$ cat src/hse_pkg.sv
// shared types and constants for the huffman symbol encoder
package hse_pkg;

    localparam int OpW    = 2;
    localparam int SymW   = 8;
    localparam int LenW   = 6;
    localparam int CodeW  = 32;
    localparam int ByteW  = 8;
    localparam int CountW = 48;
    localparam int MaxOut = 4;
    localparam int NbW    = 3;
    localparam int PcntW  = 3;
    localparam int WinW   = CodeW + ByteW;
    localparam int OutW   = MaxOut * ByteW;

    // operation codes of an input item
    typedef enum logic [OpW-1:0] {
        OP_LOAD   = 2'd0,
        OP_ENCODE = 2'd1,
        OP_FLUSH  = 2'd2
    } op_t;

    // results of one item, handed from the packer to the output buffer
    typedef struct packed {
        logic [OutW-1:0]   bytes;
        logic [NbW-1:0]    nbytes;
        logic [CountW-1:0] total;
    } res_t;

endpackage

$ cat src/hse_packer.sv
// bit packer: appends one code to the partial byte and splits off full bytes; a flush emits a nonempty partial byte
module hse_packer (
    input  logic                      aclk,
    input  logic                      aresetn,
    input  logic                      proc,
    input  hse_pkg::op_t              op,
    input  logic                      sym_ok,
    input  logic [hse_pkg::LenW-1:0]  len,
    input  logic [hse_pkg::CodeW-1:0] code,
    output hse_pkg::res_t             res
);
    import hse_pkg::*;

    logic [ByteW-1:0]  pbyte_reg;
    logic [ByteW-1:0]  pbyte_next;
    logic [PcntW-1:0]  pcount_reg;
    logic [PcntW-1:0]  pcount_next;
    logic [CountW-1:0] total_reg;
    logic [CountW-1:0] total_next;
    logic [LenW-1:0]   eff_len;
    logic [WinW-1:0]   win;
    logic [WinW-1:0]   acc;
    logic [WinW-1:0]   rest;
    logic [LenW-1:0]   fill;
    logic [NbW-1:0]    nb;

    // align the code under the free bits of the partial byte
    always_comb begin
        eff_len = sym_ok ? len : '0;
        win     = {code, {ByteW{1'b0}}} << (LenW'(CodeW) - eff_len);
        acc     = {pbyte_reg, {CodeW{1'b0}}} | (win >> pcount_reg);
        fill    = LenW'(pcount_reg) + eff_len;
        nb      = fill[LenW-1:PcntW];
        rest    = acc << {nb, {PcntW{1'b0}}};
    end

    // next packer state and results of the item
    always_comb begin
        pbyte_next  = pbyte_reg;
        pcount_next = pcount_reg;
        total_next  = total_reg;
        res.bytes   = acc[WinW-1:ByteW];
        res.nbytes  = '0;
        res.total   = total_reg;
        case (op)
            OP_ENCODE: begin
                pbyte_next  = rest[WinW-1:CodeW];
                pcount_next = fill[PcntW-1:0];
                total_next  = total_reg + CountW'(eff_len);
                res.nbytes  = nb;
                res.total   = total_next;
            end
            OP_FLUSH: begin
                if (pcount_reg != '0) begin
                    res.bytes   = {pbyte_reg, {(OutW-ByteW){1'b0}}};
                    res.nbytes  = NbW'(1);
                    pbyte_next  = '0;
                    pcount_next = '0;
                end
            end
            default: begin
            end
        endcase
    end

    always_ff @(posedge aclk) begin
        if (!aresetn) begin
            pbyte_reg  <= '0;
            pcount_reg <= '0;
            total_reg  <= '0;
        end else if (proc) begin
            pbyte_reg  <= pbyte_next;
            pcount_reg <= pcount_next;
            total_reg  <= total_next;
        end
    end

endmodule

$ cat config.mk
export PLATFORM = sky130hd
export DESIGN_NAME = hse_packer
export DESIGN_NICKNAME = d
export VERILOG_FILES = /design/src/hse_pkg.sv /design/src/hse_packer.sv
export SDC_FILE = /design/constraint.sdc
export NUM_CORES = 1
export LEC_CHECK = 0
export BUFFER_PORTS_ARGS = -buffer_cell sky130_fd_sc_hd__buf_4
export CAP_MARGIN = 20
export CORE_MARGIN = 2
export CORE_UTILIZATION = 60
export CTS_CLUSTER_DIAMETER = 150
export DETAILED_ROUTE_END_ITERATION = 10
export PLACE_DENSITY = 0.83
export SYNTH_ARGS = -nofsm -noshare
export SYNTH_HDL_FRONTEND = slang
export SYNTH_SLANG_ARGS = --single-unit
$ cat constraint.sdc
create_clock -name aclk -period 6.2 [get_ports aclk]
set_input_delay 1.24 -clock aclk [delete_from_list [all_inputs] [get_ports aclk]]
set_output_delay 1.24 -clock aclk [all_outputs]
set_load 0.01 [all_outputs]
==> metrics.md, run 1 <==
| Metric | Value |
|---|---|
| Status | `finished clean` |
| Final min period | `roughly 6 ns` |
| F_max | `~0.17 GHz` |
| Die area | `0.0150 mm^2` |
| Most used cell along the critical path | `mux2i_1` |
| Setup CP Type | `in2out` |
| Synthesized Nets | `1172` |
| Max cap viols | `0` |
| Multi-input gate area | `between 0.006 and 0.007 mm^2` |
| DP HPWL | `slightly above 20000 um` |
| Drt total wl | `about 28000 um` |
| Largest net degree at the start of global routing | `65` |
| Slowest CP cell | `ha_2` |
| Post-Syn Area | `around 0.0084 mm^2` |
| CTS max path bufs | `2` |
| I/O Pins | `roughly 130` |
| Initial core utilization | `0.610` |
| Least-Margin Pin Slew | `between 1 and 1.5 ns` |
| CP Data Required Time | `between 4 and 5 ns` |
| Combinational share of power | `0.394` |
| R2r endpoint | `pbyte_reg[0]` |
| Placed cells | `roughly 1400` |
| Global route hottest layer | `met2` |
| Final std cells w/o fill | `about 1400` |
| Hold EP | `total_reg[42]` |
| Power share of the clock group | `0.354` |
| R2r setup slk | `between 2 and 3 ns` |
| RSZ-0062 raised after global routing | `false` |
| DR vias/cell | `between 6 and 7` |
| Post-route cell area | `around 0.01 mm^2` |
| Top-area cell type share of the netlist area | `0.140` |
| Power Density | `155 mW/mm^2` |
| DRC errors left | `0` |
| Switching power | `roughly 530 uW` |
| Clock Latency Late Sink | `approximately 0.33 ns` |
| Pleak | `4.26 nW` |
| Max VDD drop | `96.1 uV` |
| EDFF count, synth | `0` |
| Yosys top cell by area | `dfxtp_1` |
| Num CTS Buffers | `9` |
| Critical path, cell by cell | `buf_4 > nand2_1 > ha_2 > buf_12 > mux2i_1 > mux2i_1 > mux2i_1 > mux2i_1 > a221oi_2 > mux2i_1 > mux2_2 > o21ai_0 > o21bai_1 > buf_4` |
| Hold-fix buffers at CTS | `0` |
| TritonCTS clock tree | `built` |
| Post-synthesis cell type count | `95` |
| Die Ht | `approximately 120 um` |
| TNS Setup | `0 ns` |
| Max reg flops | `48` |
| Sw frac | `0.349` |
| Total clock sinks | `between 50 and 60` |
| Final period util | `0.971` |
| Remaining Overflow, GRT | `0` |
| Die Width | `about 120 um` |
| # H-tree levels | `3` |
| Sequential Power Share | `0.252` |
| Layout overhead on the synthesized area | `16.7%` |
| First-iteration detailed-routing DRC count | `1058` |
| Ratio of cells with drive above 1 in the final layout | `0.220` |
| Met2 Use GR | `0.588` |
| Reg2Reg Depth | `12` |
| I/O Buffers | `around 130` |
| Seq. cell area | `0.00118 mm^2` |
| GR Util All Layers | `0.362` |
| ANT cells | `0` |
| CP Launch Type | `input pin` |
| Gpl congestion | `slightly above 1` |
| Layout fillers | `approximately 1100` |
| NumNets Final | `1259` |
| Post-synthesis average cell area | `7.55 um^2` |
| Ys async rst share | `0` |
| WP data arrival | `between 4 and 5 ns` |
| Synth area leaders | `dfxtp_1 14%, mux2i_1 11%, xnor2_1 5.4%, mux4_2 4.8%, nand2_1 4.8%` |
| Routing usage on met3 | `0.0706` |
| Rel. slew slack | `0.312` |
| Clk slew on worst S/H paths | `0.05 ns` |
| Setup Skew | `between 0.007 and 0.008 ns` |
| Worst Hold Depth | `2` |
| Routed len/inst | `slightly below 20 um` |
| Synth Flop Type | `dfxtp_1` |
| First-pass GRT wire length | `between 40000 and 50000 um` |
| Root Buffer | `clkbuf_16` |
| # setup viols final | `0` |
| Hold path startpoint | `total_reg[42]` |
| Crit path largest cell delay | `between 0.5 and 0.6 ns` |
| Vias in the first global route | `around 8400` |
| Worst-path maximum fanout | `12` |
| Yosys warnings | `0` |
| Final ANT Viol Nets | `0` |
| DR pass1 iterations | `6` |
| Slew Viols, Final | `0` |
| Syn Inst Count | `between 1000 and 1500` |
| Worst setup EP type | `primary output` |
| Placed cell areas | `approximately 0.0095 mm^2` |
| Reg2reg start | `pcount_reg[0]` |
| Initial antenna violation count | `0` |
| Core Region | `0.0138 mm^2` |
| Flops & latches, synth | `59` |
| Vias post-DR | `about 9400` |
| Endpoints failing hold | `0` |
| HP Class | `reg2reg` |
| Sequential area share after synthesis | `0.140` |
| Row count | `between 40 and 50` |
| Met1 Use GR | `0.480` |
| Int Power | `slightly below 1 mW` |
[metrics by stage]
step / total power, mW / setup slack, ns / hold slack (ns) / util
final: 1.52 / 0.181 / 0.525 / 0.712
after CTS: 1.50 / 0.125 / 0.531 / 0.709
after global routing: 1.58 / 0.0367 / 0.549 / 0.712
after floorplan: 0.784 / 0.244 / 0.476 / -
after global placement: 0.957 / 0.261 / 0.494 / 0.686
after detailed placement: 0.961 / 0.154 / 0.515 / 0.686
[worst max-delay path by stage]
stage               to   start  cells past startpoint
5_1_grt        res[78]  len[1]                     14
3_3_place_gp   res[77]  len[1]                     14
3_5_place_dp   res[69]  len[1]                     13
2_1_floorplan  res[72]  sym_ok                     15
4_1_cts        res[69]  len[1]                     13
6_report       res[78]  len[1]                     14
[timing repair]
action,in CTS,in global routing
buffers inserted,0,3
gates resized for setup,0,4
setup endpoints to repair,0,14
[per-layer routing]
metal,routed length [um],up-vias
met5,0,-
met4,911,0
met3,2890,101
met2,12700,601
met1,11100,4416
li1,-,4317
[cell families (layout without fill, tap and decap cells)]
kind of cell    after synthesis  after routing  synth area share
simple gates                425            425             0.252
compound gates              284            284             0.242
mux                         140            140             0.197
buf+inv                     112            204            0.0616
xor+xnor                     85             85            0.0883
flops                        59             59             0.140
fa+ha+maj                    13             13            0.0193
[power groups by stage]
stage | registers (mW) | logic, mW | clock network, mW
final | 0.384 | 0.600 | 0.539
after global placement | 0.392 | 0.565 | 0
after detailed placement | 0.392 | 0.569 | 0
after global routing | 0.384 | 0.633 | 0.562
after floorplan | 0.391 | 0.393 | 0
after CTS | 0.384 | 0.573 | 0.545
[layout make-up]
class | count | area share
inverter | 20 | 0.00801
timing repair buffer | 168 | 0.131
sequential | 59 | 0.120
clock buffer | 12 | 0.0250
clock inverter | 4 | 0.00750
multi-input combinational | 947 | 0.686
tap | 180 | 0.0229
[Yosys cell counts, types with 6 or more instances]
library cell	instances
buf_1	7
mux4_2	18
a21boi_0	14
xor2_1	33
clkbuf_1	58
nand4_1	20
a211oi_1	11
nor3_1	34
ha_1	9
and3_1	21
o21bai_1	7
or3_1	12
mux2_2	27
nor2_1	99
buf_4	6
a22oi_1	12
a31oi_1	8
a21o_1	12
o22ai_1	22
inv_1	17
xnor2_1	52
buf_6	8
nand2b_1	10
nand3_1	45
buf_2	13
o21a_1	6
and2_1	36
dfxtp_1	59
a21oi_1	51
o211ai_1	8
mux2i_1	95
nand2_1	107
o21ai_0	51
[worst max-delay path, delay by kind of cell]
family / cells / cell delay, ns
and+or+nand+nor: 1 / 0.10
muxes: 6 / 1.42
buffers and inverters: 3 / 0.51
AOI/OAI and AO/OA: 3 / 0.97
adders and majority gates: 1 / 0.52
[cell usage in the layout (no fill, tap or decap), drive strengths merged, types with 12 or more instances in the layout]
cell type	count
buf	168
nand3	45
o22ai	22
mux2i	95
clkbuf	12
a21oi	52
dfxtp	59
nor2	100
nand4	21
a21boi	15
o21ai	57
a21o	12
nand2	109
and3	21
mux4	18
or3	12
xnor2	52
a211oi	12
a22oi	13
mux2	27
and2	37
inv	19
nor3	34
xor2	33
Note: power is estimated with default switching activity, not from simulation.
==> run 2: changes to the inputs <==
--- a/config.mk
+++ b/config.mk
@@ -11,7 +11,7 @@
 export CORE_UTILIZATION = 60
 export CTS_CLUSTER_DIAMETER = 150
 export DETAILED_ROUTE_END_ITERATION = 10
-export PLACE_DENSITY = 0.83
+export PLACE_DENSITY = 0.92
 export SYNTH_ARGS = -nofsm -noshare
 export SYNTH_HDL_FRONTEND = slang
 export SYNTH_SLANG_ARGS = --single-unit
==> metrics.md, run 2 (synthesis results as in run 1) <==
| Metric | Value |
|---|---|
| I/O Pins | `around 130` |
| CTS max path bufs | `2` |
| Row count | `43` |
| Initial antenna violation count | `0` |
| DR vias/cell | `6.83` |
| Drt total wl | `28400 um` |
| Total clock sinks | `between 50 and 60` |
| First-pass GRT wire length | `44300 um` |
| Gpl congestion | `between 1 and 1.5` |
| Core Region | `0.0138 mm^2` |
| Most frequent cells in the layout | `164 x buf_4, 107 x nand2_1, 99 x nor2_1` |
| TNS Setup | `0 ns` |
| NumNets Final | `1259` |
| CP Launch Type | `input pin` |
| WP data arrival | `a little under 5 ns` |
| Layout overhead on the synthesized area | `17.0%` |
| ANT cells | `0` |
| Die Width | `between 100 and 150 um` |
| Final worst slack | `about 0.074 ns` |
| # H-tree levels | `3` |
| Slew Viols, Final | `0` |
| Die area | `0.0150 mm^2` |
| Ratio of cells with drive above 1 in the final layout | `0.221` |
| Pleak | `roughly 4.3 nW` |
| Status | `finished clean` |
| HP Class | `reg2reg` |
| Power Density | `160 mW/mm^2` |
| TritonCTS clock tree | `built` |
| Dpl ws | `about 0.21 ns` |
| Initial core utilization | `0.610` |
| Vias in the first global route | `roughly 8600` |
| Worst-path maximum fanout | `16` |
| Least-Margin Pin Slew | `around 1.0 ns` |
| I/O Buffers | `between 100 and 150` |
| Endpoints failing hold | `0` |
| Clock Latency Late Sink | `roughly 0.34 ns` |
| Num CTS Buffers | `9` |
| Clk slew on worst S/H paths | `approximately 0.050 ns` |
| Die Ht | `around 120 um` |
| Largest net degree at the start of global routing | `between 60 and 70` |
| Final ANT Viol Nets | `0` |
| DR pass1 iterations | `6` |
| DP HPWL | `roughly 20000 um` |
| First-iteration detailed-routing DRC count | `1283` |
| Remaining Overflow, GRT | `0` |
| DRC errors left | `0` |
| Worst setup EP type | `primary output` |
| Setup Skew | `roughly 0.0090 ns` |
| Rel. slew slack | `0.321` |
| Max VDD drop | `approximately 130 uV` |
| Final min period | `between 6 and 7 ns` |
| Setup CP Type | `in2out` |
| CP Data Required Time | `between 4 and 5 ns` |
| GR Util All Layers | `0.370` |
| Layout fillers | `1080` |
| # setup viols final | `0` |
| Routed len/inst | `between 20 and 25 um` |
| Root Buffer | `clkbuf_16` |
| Vias post-DR | `9491` |
| Final period util | `0.988` |
| Commonest non-fill, non-tap cell in the layout | `buf_4` |
| Max reg flops | `between 40 and 50` |
| F_max | `between 0.15 and 0.2 GHz` |
| RSZ-0062 raised after global routing | `false` |
| Max cap viols | `0` |
[run 2: cell types whose count changed in the layout (fill, tap and decap cells not counted), sizes merged]
| cell | previous run | this run |
|---|---|---|
| buf | 168 | 167 |
| clkinv | 2 | 3 |
| bufinv | 2 | 3 |
| clkbuf | 12 | 10 |
| inv | 19 | 20 |
[run 2: per-stage QoR]
step	cell area [um^2]	cells	util	total power, mW	hold slack, ns
6_report	9870	1390	0.714	1.58	0.521
5_1_grt	9870	1390	0.714	1.63	0.560
4_1_cts	9800	1385	0.709	1.55	0.517
3_5_place_dp	9450	1369	0.684	0.959	0.514
3_3_place_gp	9450	1369	0.684	0.954	0.484
2_1_floorplan	8440	1118	-	0.784	0.476
[run 2: final cells by class]
type	instances	area (um^2)	area share
tap	180	225	0.0228
sequential	59	1180	0.120
timing repair buffer	168	1300	0.131
multi-input combinational	947	6740	0.683
clock inverter	7	124	0.0125
clock buffer	9	225	0.0228
inverter	20	75.1	0.00761
[run 2: metal layers]
layer  track usage  share of wire
met1         0.484           0.40
met2         0.593           0.46
met3        0.0711           0.11
met4         0.163          0.037
met5             0              0
[run 2: repair_timing]
item	CTS	global route
endpoints found under the setup margin	0	5
hold buffers	0	0
setup buffers	0	4
gates resized for setup	0	2
[run 2: worst paths after layout]
kind / cells after the start / slack (ns) / start / end
min: 2 / 0.52 / total_reg[47] / total_reg[47]
max: 14 / 0.07 / len[0] / res[71]
max reg2reg: 11 / 2.78 / pcount_reg[0] / pbyte_reg[1]
min reg2reg: 2 / 0.52 / total_reg[47] / total_reg[47]
[run 2: critical path, stage by stage]
cell	delay (ns)
buf_4	0.17
nand2_2	0.15
ha_1	0.33
buf_4	0.24
nor2b_1	0.06
a2111oi_1	0.78
nor2_1	0.14
a22o_1	0.26
a211oi_1	0.50
mux2i_1	0.19
mux2_2	0.35
o21ai_0	0.18
o21ai_0	0.12
buf_4	0.16
[run 2: power breakdown]
part / internal (mW) / switching (mW) / leakage (nW)
clock: 0.395 / 0.200 / 0.166
combinational: 0.249 / 0.350 / 3.63
sequential: 0.382 / 0.00248 / 0.476
total: 1.03 / 0.552 / 4.27
