$ cat src/hse_pkg.sv
// shared types and constants for the huffman symbol encoder
package hse_pkg;

    localparam int OpW    = 2;
    localparam int SymW   = 8;
    localparam int LenW   = 6;
    localparam int CodeW  = 32;
    localparam int ByteW  = 8;
    localparam int CountW = 48;
    localparam int MaxOut = 4;
    localparam int NbW    = 3;
    localparam int PcntW  = 3;
    localparam int WinW   = CodeW + ByteW;
    localparam int OutW   = MaxOut * ByteW;

    // operation codes of an input item
    typedef enum logic [OpW-1:0] {
        OP_LOAD   = 2'd0,
        OP_ENCODE = 2'd1,
        OP_FLUSH  = 2'd2
    } op_t;

    // results of one item, handed from the packer to the output buffer
    typedef struct packed {
        logic [OutW-1:0]   bytes;
        logic [NbW-1:0]    nbytes;
        logic [CountW-1:0] total;
    } res_t;

endpackage

$ cat src/hse_out_buf.sv
// result register: holds up to four bytes of one item and hands them out one a cycle while the receiver is ready
module hse_out_buf (
    input  logic                       aclk,
    input  logic                       aresetn,
    input  logic                       load,
    input  hse_pkg::res_t              res,
    output logic                       free,
    input  logic                       m_ready,
    output logic                       m_valid,
    output logic [hse_pkg::ByteW-1:0]  m_out_byte,
    output logic                       m_last_of_run,
    output logic [hse_pkg::CountW-1:0] m_total_bits
);
    import hse_pkg::*;

    logic [OutW-1:0]   bytes_reg;
    logic [OutW-1:0]   bytes_next;
    logic [NbW-1:0]    cnt_reg;
    logic [NbW-1:0]    cnt_next;
    logic [CountW-1:0] total_reg;
    logic [CountW-1:0] total_next;
    logic              take;

    // handshake and free slot for the next item
    always_comb begin
        m_valid = (cnt_reg != '0);
        take    = m_valid && m_ready;
        free    = (cnt_reg == '0) || (take && cnt_reg == NbW'(1));
    end

    // load a new item or shift out the byte just taken
    always_comb begin
        bytes_next = bytes_reg;
        cnt_next   = cnt_reg;
        total_next = total_reg;
        if (load) begin
            bytes_next = res.bytes;
            cnt_next   = res.nbytes;
            total_next = res.total;
        end else if (take) begin
            bytes_next = bytes_reg << ByteW;
            cnt_next   = cnt_reg - NbW'(1);
        end
    end

    always_ff @(posedge aclk) begin
        if (!aresetn) begin
            cnt_reg <= '0;
        end else begin
            cnt_reg <= cnt_next;
        end
    end

    always_ff @(posedge aclk) begin
        bytes_reg <= bytes_next;
        total_reg <= total_next;
    end

    assign m_out_byte    = bytes_reg[OutW-1:OutW-ByteW];
    assign m_last_of_run = (cnt_reg == NbW'(1));
    assign m_total_bits  = total_reg;

endmodule

$ cat config.mk
export PLATFORM = sky130hd
export DESIGN_NAME = hse_out_buf
export DESIGN_NICKNAME = d
export VERILOG_FILES = /design/src/hse_pkg.sv /design/src/hse_out_buf.sv
export SDC_FILE = /design/constraint.sdc
export NUM_CORES = 1
export LEC_CHECK = 0
export BUFFER_PORTS_ARGS = -buffer_cell sky130_fd_sc_hd__buf_2
export CORE_AREA = 4 4 107 109
export CTS_CLUSTER_SIZE = 28
export DETAILED_ROUTE_END_ITERATION = 10
export DIE_AREA = 0 0 111 113
export MAX_ROUTING_LAYER = met4
export SETUP_SLACK_MARGIN = 0.4
export SLEW_MARGIN = 20
export SYNTH_ARGS = -nofsm -noshare
export SYNTH_HDL_FRONTEND = slang
export SYNTH_SLANG_ARGS = --single-unit
$ cat constraint.sdc
create_clock -name aclk -period 6.3 [get_ports aclk]
set_clock_uncertainty 0.2 [all_clocks]
set_input_delay 0.945 -clock aclk [delete_from_list [all_inputs] [get_ports aclk]]
set_output_delay 0.945 -clock aclk [all_outputs]
set_load 0.05 [all_outputs]
==> flow_summary.yaml, run 1 <==
clock_network:
  cts_buffer_depth: 2
  hold_buffers: 0
  clock_latency_ps: 350
  cts_root_buffer: "clkbuf_8"
  cts_tree: "done"
  cts_buffers: 9
  path_clk_slew_ps: 80
  post_cts_resized: 0
  post-cts-setup-buffers: 0
  cts-htree-levels: 3
  clock_sinks: 83
worst_setup_path:
  worstPathArrival_ps: 2440
  crit_path_start: "load"
  crit_fanout: 84
  r2r_end: "bytes_reg[1]$_SDFFCE_PN0P_"
  cp_data_required_time_ps: 6100
  critPathKind: "in2reg"
  crit_end: "bytes_reg[1]$_SDFFCE_PN0P_"
  rr_startpoint: "cnt_reg[0]$_SDFFE_PN0P_"
  start_kind: "primary input"
  ff2ff_path_depth: 6
  rrSetupSlack_ps: 4400
  end_kind: "flip-flop"
cells_and_area:
  regArea_um2: 2460
  fill_cells: 1023
  drive_above_1_share_pct: 62.4
  area_delta_synth_final_pct: 32.8
  multi_input_area_um2: 487
  layout_common_cells: "buf_2, edfxtp_1, mux2_2"
  largest_register_ffs: 48
  final_common_cell: "buf_2"
  nets: 388
  fin_area_um2: 4070
global_routing:
  grt_pass1_wl_um: 10100
  antenna_found_initial: 1
  grt_max_degree: 85
  grt_use_total_pct: 11.1
  overflow: 0
  grt_pass1_vias: 1888
synthesis:
  netlist_area_um2: 3060
  syn_inst: 153
  synth_area_leaders: "edfxtp_1, mux2_2, dfxtp_1"
  ys_types: 21
  yosys.area.top_type_share_pct: 78.4
  synth_largest_area_cell: "edfxtp_1"
  syn_nets: 243
  synth_warnings: 0
  syn_avg_cell_area_um2: 20.0
  yosysSeqAreaShare_pct: 80.4
  ys_ff_latch: 83
sta:
  holdWs_ps: 347
  slew_headroom_pct: 32.7
  layout_min_cycle_time_ps: 2630
  slew_viol_final: 0
  hold_viol: 0
  rsz0062_at_grt: "false"
  setup_viol: 0
  setup_tns_ps: 0
  timing.fmax_mhz: 380
  period_share_pct: 41.8
  worst_pin_slew_ps: 1010
placed_design:
  postPlaceCellArea_um2: 3870
  globalplace.congestion: 0.694
  place_hpwl_um: 4800
  io_buffer_count: 145
floorplanning:
  fp.dieH_um: 113
  fp.dieW_um: 111
  coreArea_um2: 10600
  start_util_pct: 28.9
  io_pins: 146
  die_area_um2: 12500
  rows: 38
power_and_ir_drop:
  power_density_nw_per_um2: 314
  p_leak_nw: 1.71
  ir_worst_vdd_mv: 0.111
route:
  avgViaCountPerCell: 3.99
  firstDrtPassIters: 5
  final_antenna_net_count: 0
  detail_route.wl_per_cell_um: 14.9
  initialDrtViolationCount: 67
  drt_wl_total_um: 6600
  via_count: 1773
  drc: 0
hold_path:
  hold_path.class: "reg2reg"
job:
  maxCapViolations: 0
run_status:
  outcome: "finished, final reports clean"
per-layer routing:
| metal | wire, µm | track usage [%] | up-vias |
|---|---|---|---|
| li1 | - | - | 860 |
| met1 | 2610 | 12.2 | 845 |
| met2 | 3450 | 18.0 | 56 |
| met3 | 381 | 3.53 | 12 |
| met4 | 155 | 6.16 | 0 |
| met5 | 0 | - | - |
power by group:
part | switching, mW | total, mW | leakage [nW] | internal [mW]
Clock | 0.190 | 0.374 | 0.0943 | 0.183
Sequential | 0.0119 | 0.675 | 0.821 | 0.663
Combinational | 0.166 | 0.229 | 0.794 | 0.0625
Total | 0.369 | 1.28 | 1.71 | 0.909
synth_stat cells:
master	instances
edfxtp_1	80
mux2_2	24
and3_2	1
a21oi_1	2
and2_1	8
mux2i_1	1
buf_2	1
ha_1	3
a211oi_2	1
nand3_1	1
o21ai_0	2
inv_1	4
dfxtp_1	3
o41ai_2	1
nand2b_4	1
and2b_2	1
nand2_1	5
nor2_1	2
and4_1	1
buf_4	8
buf_6	3
worst min path at each step:
stage / from / to / depth (start not counted)
after global placement: bytes_reg[12]$_DFFE_PP_ / bytes_reg[20]$_DFFE_PP_ / 1
after global routing: bytes_reg[1]$_SDFFCE_PN0P_ / bytes_reg[9]$_DFFE_PP_ / 1
final: bytes_reg[2]$_SDFFCE_PN0P_ / bytes_reg[10]$_DFFE_PP_ / 1
after floorplan: bytes_reg[2]$_SDFFCE_PN0P_ / bytes_reg[10]$_DFFE_PP_ / 1
after CTS: bytes_reg[2]$_SDFFCE_PN0P_ / bytes_reg[10]$_DFFE_PP_ / 1
after detailed placement: bytes_reg[2]$_SDFFCE_PN0P_ / bytes_reg[10]$_DFFE_PP_ / 1
cells by family (layout without fill, tap and decap cells):
family / Yosys count / in the layout / share of synthesized area, %
AO/OA/AOI/OAI: 6 / 6 / 1.59
adder cells (fa/ha/maj): 3 / 3 / 1.23
buffers and inverters: 16 / 166 / 3.72
flip-flops: 83 / 83 / 80.4
multiplexers: 25 / 25 / 9.15
other: 0 / 1 / 0
AND/OR/NAND/NOR: 20 / 20 / 3.92
critical path, stage by stage:
cell and delay (ps):
buf_4 750, inv_1 220, nand2_1 110, buf_4 370
per-stage QoR:
stage	utilization, %	total power [mW]	setup slack (ps)	cells
2_1_floorplan	-	0.856	3830	153
3_3_place_gp	36.5	0.916	3290	427
3_5_place_dp	36.5	0.921	3220	427
4_1_cts	38.4	1.30	3620	443
5_1_grt	38.4	1.34	3470	444
6_report	38.4	1.28	3670	444
layout make-up:
class                   count  area share (%)
well taps                 140            4.31
repair buffers            146            18.1
flip-flops and latches     83            60.5
diodes                      1          0.0615
multi-input cells          54            12.0
clock inverters             6            1.57
clock buffers              10            3.14
inverters                   4           0.369
Note: power is estimated with default switching activity, not from simulation.
==> inputs of run 2 (changes only) <==
==> constraint.sdc (replaced) <==
create_clock -name aclk -period 2.5 [get_ports aclk]
set_clock_uncertainty 0.2 [all_clocks]
set_input_delay 0.375 -clock aclk [delete_from_list [all_inputs] [get_ports aclk]]
set_output_delay 0.375 -clock aclk [all_outputs]
set_load 0.05 [all_outputs]
==> run 2 against run 1 <==
Cell count increased by 12%. Critical path depth increased by 2. Sequential share of layout area decreased by 7.3 points. Via count increased by 13%. Flip-flop and latch count unchanged. Sequential power increased to 2.5 times the previous value. Clock power increased to 2.8 times the previous value. Combinational power increased to 2.9 times the previous value. Utilization increased by 5.3 points. Power increased to 2.7 times the previous value. First-iteration DRC count increased by 55%. Cell area increased by 14%. Critical path type is now reg2out.
==> flow_summary.yaml, run 2 (synthesis results as in run 1) <==
run_status:
  outcome: "finished, final reports clean"
sta:
  holdWs_ps: 59.4
  hold_viol: 0
  setup_ws_ps: 503
  period_share_pct: 79.9
  setup_viol: 0
  timing.fmax_mhz: 501
  worst_pin_slew_ps: 283
  layout_min_cycle_time_ps: 2000
  slew_headroom_pct: 81.1
  setup_tns_ps: 0
  slew_viol_final: 0
  rsz0062_at_grt: "false"
hold_path:
  hold_path.class: "in2reg"
route:
  initialDrtViolationCount: 104
  via_count: 1999
  drc: 0
  drt_wl_total_um: 7370
  avgViaCountPerCell: 4.03
  detail_route.wl_per_cell_um: 14.9
  final_antenna_net_count: 0
  firstDrtPassIters: 4
placed_design:
  place_ws_ps: 641
  io_buffer_count: 145
  postPlaceCellArea_um2: 3930
  globalplace.congestion: 0.799
  place_hpwl_um: 5020
floorplanning:
  fp.dieW_um: 111
  die_area_um2: 12500
  coreArea_um2: 10600
  start_util_pct: 28.9
  rows: 38
  fp.dieH_um: 113
  io_pins: 146
clock_network:
  cts-htree-levels: 3
  cts_tree: "done"
  clock_sinks: 83
  cts_buffer_depth: 2
  path_clk_slew_ps: 80
  cts_buffers: 9
  cts_root_buffer: "clkbuf_8"
  clock_latency_ps: 350
  post-cts-setup-buffers: 0
cells_and_area:
  nets: 439
  fin_area_um2: 4630
  final_common_cell: "buf_2"
  area_delta_synth_final_pct: 51.1
  drive_above_1_share_pct: 54.5
  fill_cells: 969
  layout_common_cells: "buf_2, edfxtp_1, dlygate4sd3_1"
  largest_register_ffs: 48
  utilization_pct: 43.7
worst_setup_path:
  critPathKind: "reg2out"
  crit_fanout: 3
  cp_data_required_time_ps: 1920
  worstPathArrival_ps: 1420
  start_kind: "flip-flop"
  end_kind: "output port"
global_routing:
  grt_pass1_wl_um: 11200
  grt_max_degree: 45
  antenna_found_initial: 1
  grt_pass1_vias: 2117
  grt_use_total_pct: 12.3
  overflow: 0
power_and_ir_drop:
  power_density_nw_per_um2: 735
  ir_worst_vdd_mv: 0.300
  p_leak_nw: 1.94
job:
  maxCapViolations: 0
run 2: through the flow:
stage | instances | total power [mW]
floorplan | 153 | 2.16
global placement | 430 | 2.32
detailed placement | 430 | 2.33
CTS | 494 | 3.45
global route | 495 | 3.54
finish | 496 | 3.40
run 2: power breakdown:
group          total [mW]  internal, mW  switching, mW
clock                1.04         0.565          0.478
sequential           1.70          1.67         0.0319
combinational       0.656         0.217          0.439
run 2: worst paths after layout:
kind | startpoint | end | slack, ps | depth (start not counted)
setup / recovery | cnt_reg[1]$_SDFFE_PN0P_ | free | 500 | 6
hold / removal | res[49] | cnt_reg[1]$_SDFFE_PN0P_ | 60 | 3
hold reg to reg | bytes_reg[18]$_DFFE_PP_ | bytes_reg[26]$_DFFE_PP_ | 350 | 1
setup reg to reg | cnt_reg[0]$_SDFFE_PN0P_ | bytes_reg[22]$_DFFE_PP_ | 620 | 6
run 2: area by class of cell:
class | count | area [µm²] | area share, %
Clock inverter | 6 | 88.8 | 1.92
Timing Repair Buffer | 197 | 1270 | 27.4
Clock buffer | 10 | 128 | 2.76
Sequential cell | 83 | 2460 | 53.2
Multi-Input combinational cell | 54 | 489 | 10.6
Inverter | 4 | 15.0 | 0.324
Tap cell | 140 | 175 | 3.78
Antenna cell | 2 | 5.00 | 0.108
run 2: layer usage:
layer,GRT usage (%),wire (µm),vias up
li1,-,-,964
met1,12.3,2700,946
met2,21.2,4040,68
met3,3.42,363,21
met4,7.55,265,0
met5,-,0,-
run 2: critical path, stage by stage (launching register included):
cell and delay (ps):
dfxtp_1 330, inv_1 80, ha_1 170, and2b_2 190, nand2_1 60, nand2_1 50, buf_4 180
run 2: timing repair:
item	CTS	global route
gates resized for setup	0	2
hold endpoints to repair	48	0
endpoints found under the setup margin	0	1
hold buffers	48	0
==> inputs of run 3 (changes only) <==
--- a/config.mk
+++ b/config.mk
@@ -5,6 +5,7 @@
 export SDC_FILE = /design/constraint.sdc
 export NUM_CORES = 1
 export LEC_CHECK = 0
+export ABC_AREA = 1
 export BUFFER_PORTS_ARGS = -buffer_cell sky130_fd_sc_hd__buf_2
 export CORE_AREA = 4 4 107 109
 export CTS_CLUSTER_SIZE = 28
==> constraint.sdc (replaced) <==
create_clock -name aclk -period 2.1 [get_ports aclk]
set_clock_uncertainty 0.2 [all_clocks]
set_input_delay 0.315 -clock aclk [delete_from_list [all_inputs] [get_ports aclk]]
set_output_delay 0.315 -clock aclk [all_outputs]
set_load 0.05 [all_outputs]
==> run 3 against run 2 <==
Combinational power up 34%. Sequential share of layout area down 1.3 points. Count of clock-buffer cells in the layout unchanged. Via count up 15%. Sequential power up 20%.
==> flow_summary.yaml, run 3 <==
global_routing:
  grt_use_total_pct: 13.3
  use_met1_pct: 13.3
  overflow: 0
  antenna_found_initial: 2
  met2_usage_pct: 24.3
  globalRouteMet3Util_pct: 4.22
  grt_pass1_vias: 2497
  grt_max_degree: 70
  grt_pass1_wl_um: 12500
  top_usage_layer: "met2"
sta:
  timing.fmax_mhz: 549
  setup_tns_ps: 0
  slew_viol_final: 0
  setup_viol: 0
  slew_headroom_pct: 70.7
  holdWs_ps: 38.9
  worst_pin_slew_ps: 439
  layout_min_cycle_time_ps: 1820
  rsz0062_at_grt: "true"
  setup_ws_ps: 280
  hold_viol: 0
  period_share_pct: 86.7
synthesis:
  synth_edf_count: 80
  synth_area_leaders: "edfxtp_1, nand2_1, buf_4"
  synth_ff_type: "edfxtp_1"
  synthTopCellsByCount: "nand2_1, edfxtp_1, inv_1, buf_4, nor2_1"
  netlist_area_um2: 3110
  ys_ff_latch: 83
  synthArstFlopShare_pct: 0
  synth_warnings: 0
  synth_largest_area_cell: "edfxtp_1"
  yosys.area.top_type_share_pct: 77.4
  syn_inst: 222
  syn_nets: 312
  syn_avg_cell_area_um2: 14.0
  yosysSeqAreaShare_pct: 79.3
  ys_types: 15
  yosysMostFrequentCell: "nand2_1"
worst_setup_path:
  start_kind: "flip-flop"
  rrSetupSlack_ps: 350
  cp_data_required_time_ps: 1580
  worstPathArrival_ps: 1310
  critPathKind: "reg2out"
  end_kind: "output port"
  ff2ff_path_depth: 7
  rr_startpoint: "cnt_reg[1]$_SDFFE_PN0P_"
  crit_fanout: 4
  r2r_end: "bytes_reg[21]$_DFFE_PP_"
route:
  drc: 0
  via_count: 2306
  detail_route.wl_per_cell_um: 13.8
  avgViaCountPerCell: 4.05
  drt_wl_total_um: 7860
  firstDrtPassIters: 4
  initialDrtViolationCount: 76
  final_antenna_net_count: 0
floorplanning:
  fp.dieH_um: 113
  die_area_um2: 12500
  coreArea_um2: 10600
  fp.dieW_um: 111
  start_util_pct: 29.3
  io_pins: 146
  rows: 38
clock_network:
  clock_sinks: 83
  clock_latency_ps: 340
  path_clk_slew_ps: 80
  cts_root_buffer: "clkbuf_8"
  cts_buffer_depth: 2
  cts-htree-levels: 3
  cts_tree: "done"
  cts_buffers: 9
hold_path:
  min_delay_path_depth: 3
  hold_path.class: "in2reg"
  worstHoldEndpoint: "bytes_reg[7]$_SDFFCE_PN0P_"
  worstHoldStart: "res[58]"
placed_design:
  io_buffer_count: 145
  globalplace.congestion: 0.828
  dp.cells: 496
  place_hpwl_um: 5530
  postPlaceCellArea_um2: 3970
  place_ws_ps: 346
cells_and_area:
  final_common_cell: "buf_2"
  nets: 513
  utilization_pct: 44.8
  drive_above_1_share_pct: 42.8
  largest_register_ffs: 48
  layout_common_cells: "buf_2, nand2_1, edfxtp_1"
  instances_no_fill: 570
  area_delta_synth_final_pct: 52.9
  fin_area_um2: 4750
run_status:
  outcome: "finished, final reports clean"
power_and_ir_drop:
  ir_worst_vdd_mv: 0.408
  power_density_nw_per_um2: 853
  p_leak_nw: 2.18
  power.total_mw: 4.05
job:
  maxCapViolations: 0
run 3: cells by family after synthesis:
kind of cell / after synthesis / synth area share, %
compound gates: 4 / 1.01
fa+ha+maj: 3 / 1.21
buf+inv: 30 / 5.72
flops: 83 / 79.3
simple gates: 102 / 12.8
run 3: final cells by class:
type	count	area, µm²
well taps	140	175
clock inverters	6	72.6
fillers	1011	5860
clock buffers	10	128
diodes	2	5.00
repair buffers	204	1340
flip-flops and latches	83	2460
inverters	16	66.3
multi-input cells	109	498
run 3: where the power goes:
part           internal, mW  switching [mW]  total (mW)
registers              2.00          0.0406        2.04
clock network         0.562           0.573        1.14
logic                 0.282           0.594       0.876
total                  2.84            1.21        4.05
run 3: how the worst max path moves through the flow:
| stage | endpoint | cells after the start | from | slack (ps) |
|---|---|---|---|---|
| after CTS | free | 6 | cnt_reg[1]$_SDFFE_PN0P_ | 220 |
| after detailed placement | bytes_reg[5]$_SDFFCE_PN0P_ | 6 | cnt_reg[1]$_SDFFE_PN0P_ | 350 |
| after global routing | free | 6 | cnt_reg[1]$_SDFFE_PN0P_ | 200 |
| after global placement | bytes_reg[0]$_SDFFCE_PN0P_ | 6 | cnt_reg[1]$_SDFFE_PN0P_ | 390 |
| final | free | 6 | cnt_reg[1]$_SDFFE_PN0P_ | 280 |
| after floorplan | bytes_reg[0]$_SDFFCE_PN0P_ | 5 | cnt_reg[1]$_SDFFE_PN0P_ | 200 |
run 3: timing repair:
item	in CTS	in global routing
setup buffers	4	3
hold endpoints to repair	49	0
gates resized for setup	7	5
setup endpoints to repair	29	35
hold buffers	49	0
gates cloned	0	0
pin swaps	3	3
run 3: critical path, stage by stage, from the launching register on:
cell     delay (ps)
dfxtp_2         350
inv_4            50
ha_4            170
nand2_8          70
nand2_4          50
o21ai_2         120
buf_6           170
run 3: routing by layer:
metal  share of wire [%]  routed length [µm]  vias to the layer above
met4                 2.2                 170                        0
met1                  37                2920                     1082
met2                  56                4380                       77
met5                   0                   0                        -
li1                    -                   -                     1135
met3                 5.0                 393                       12
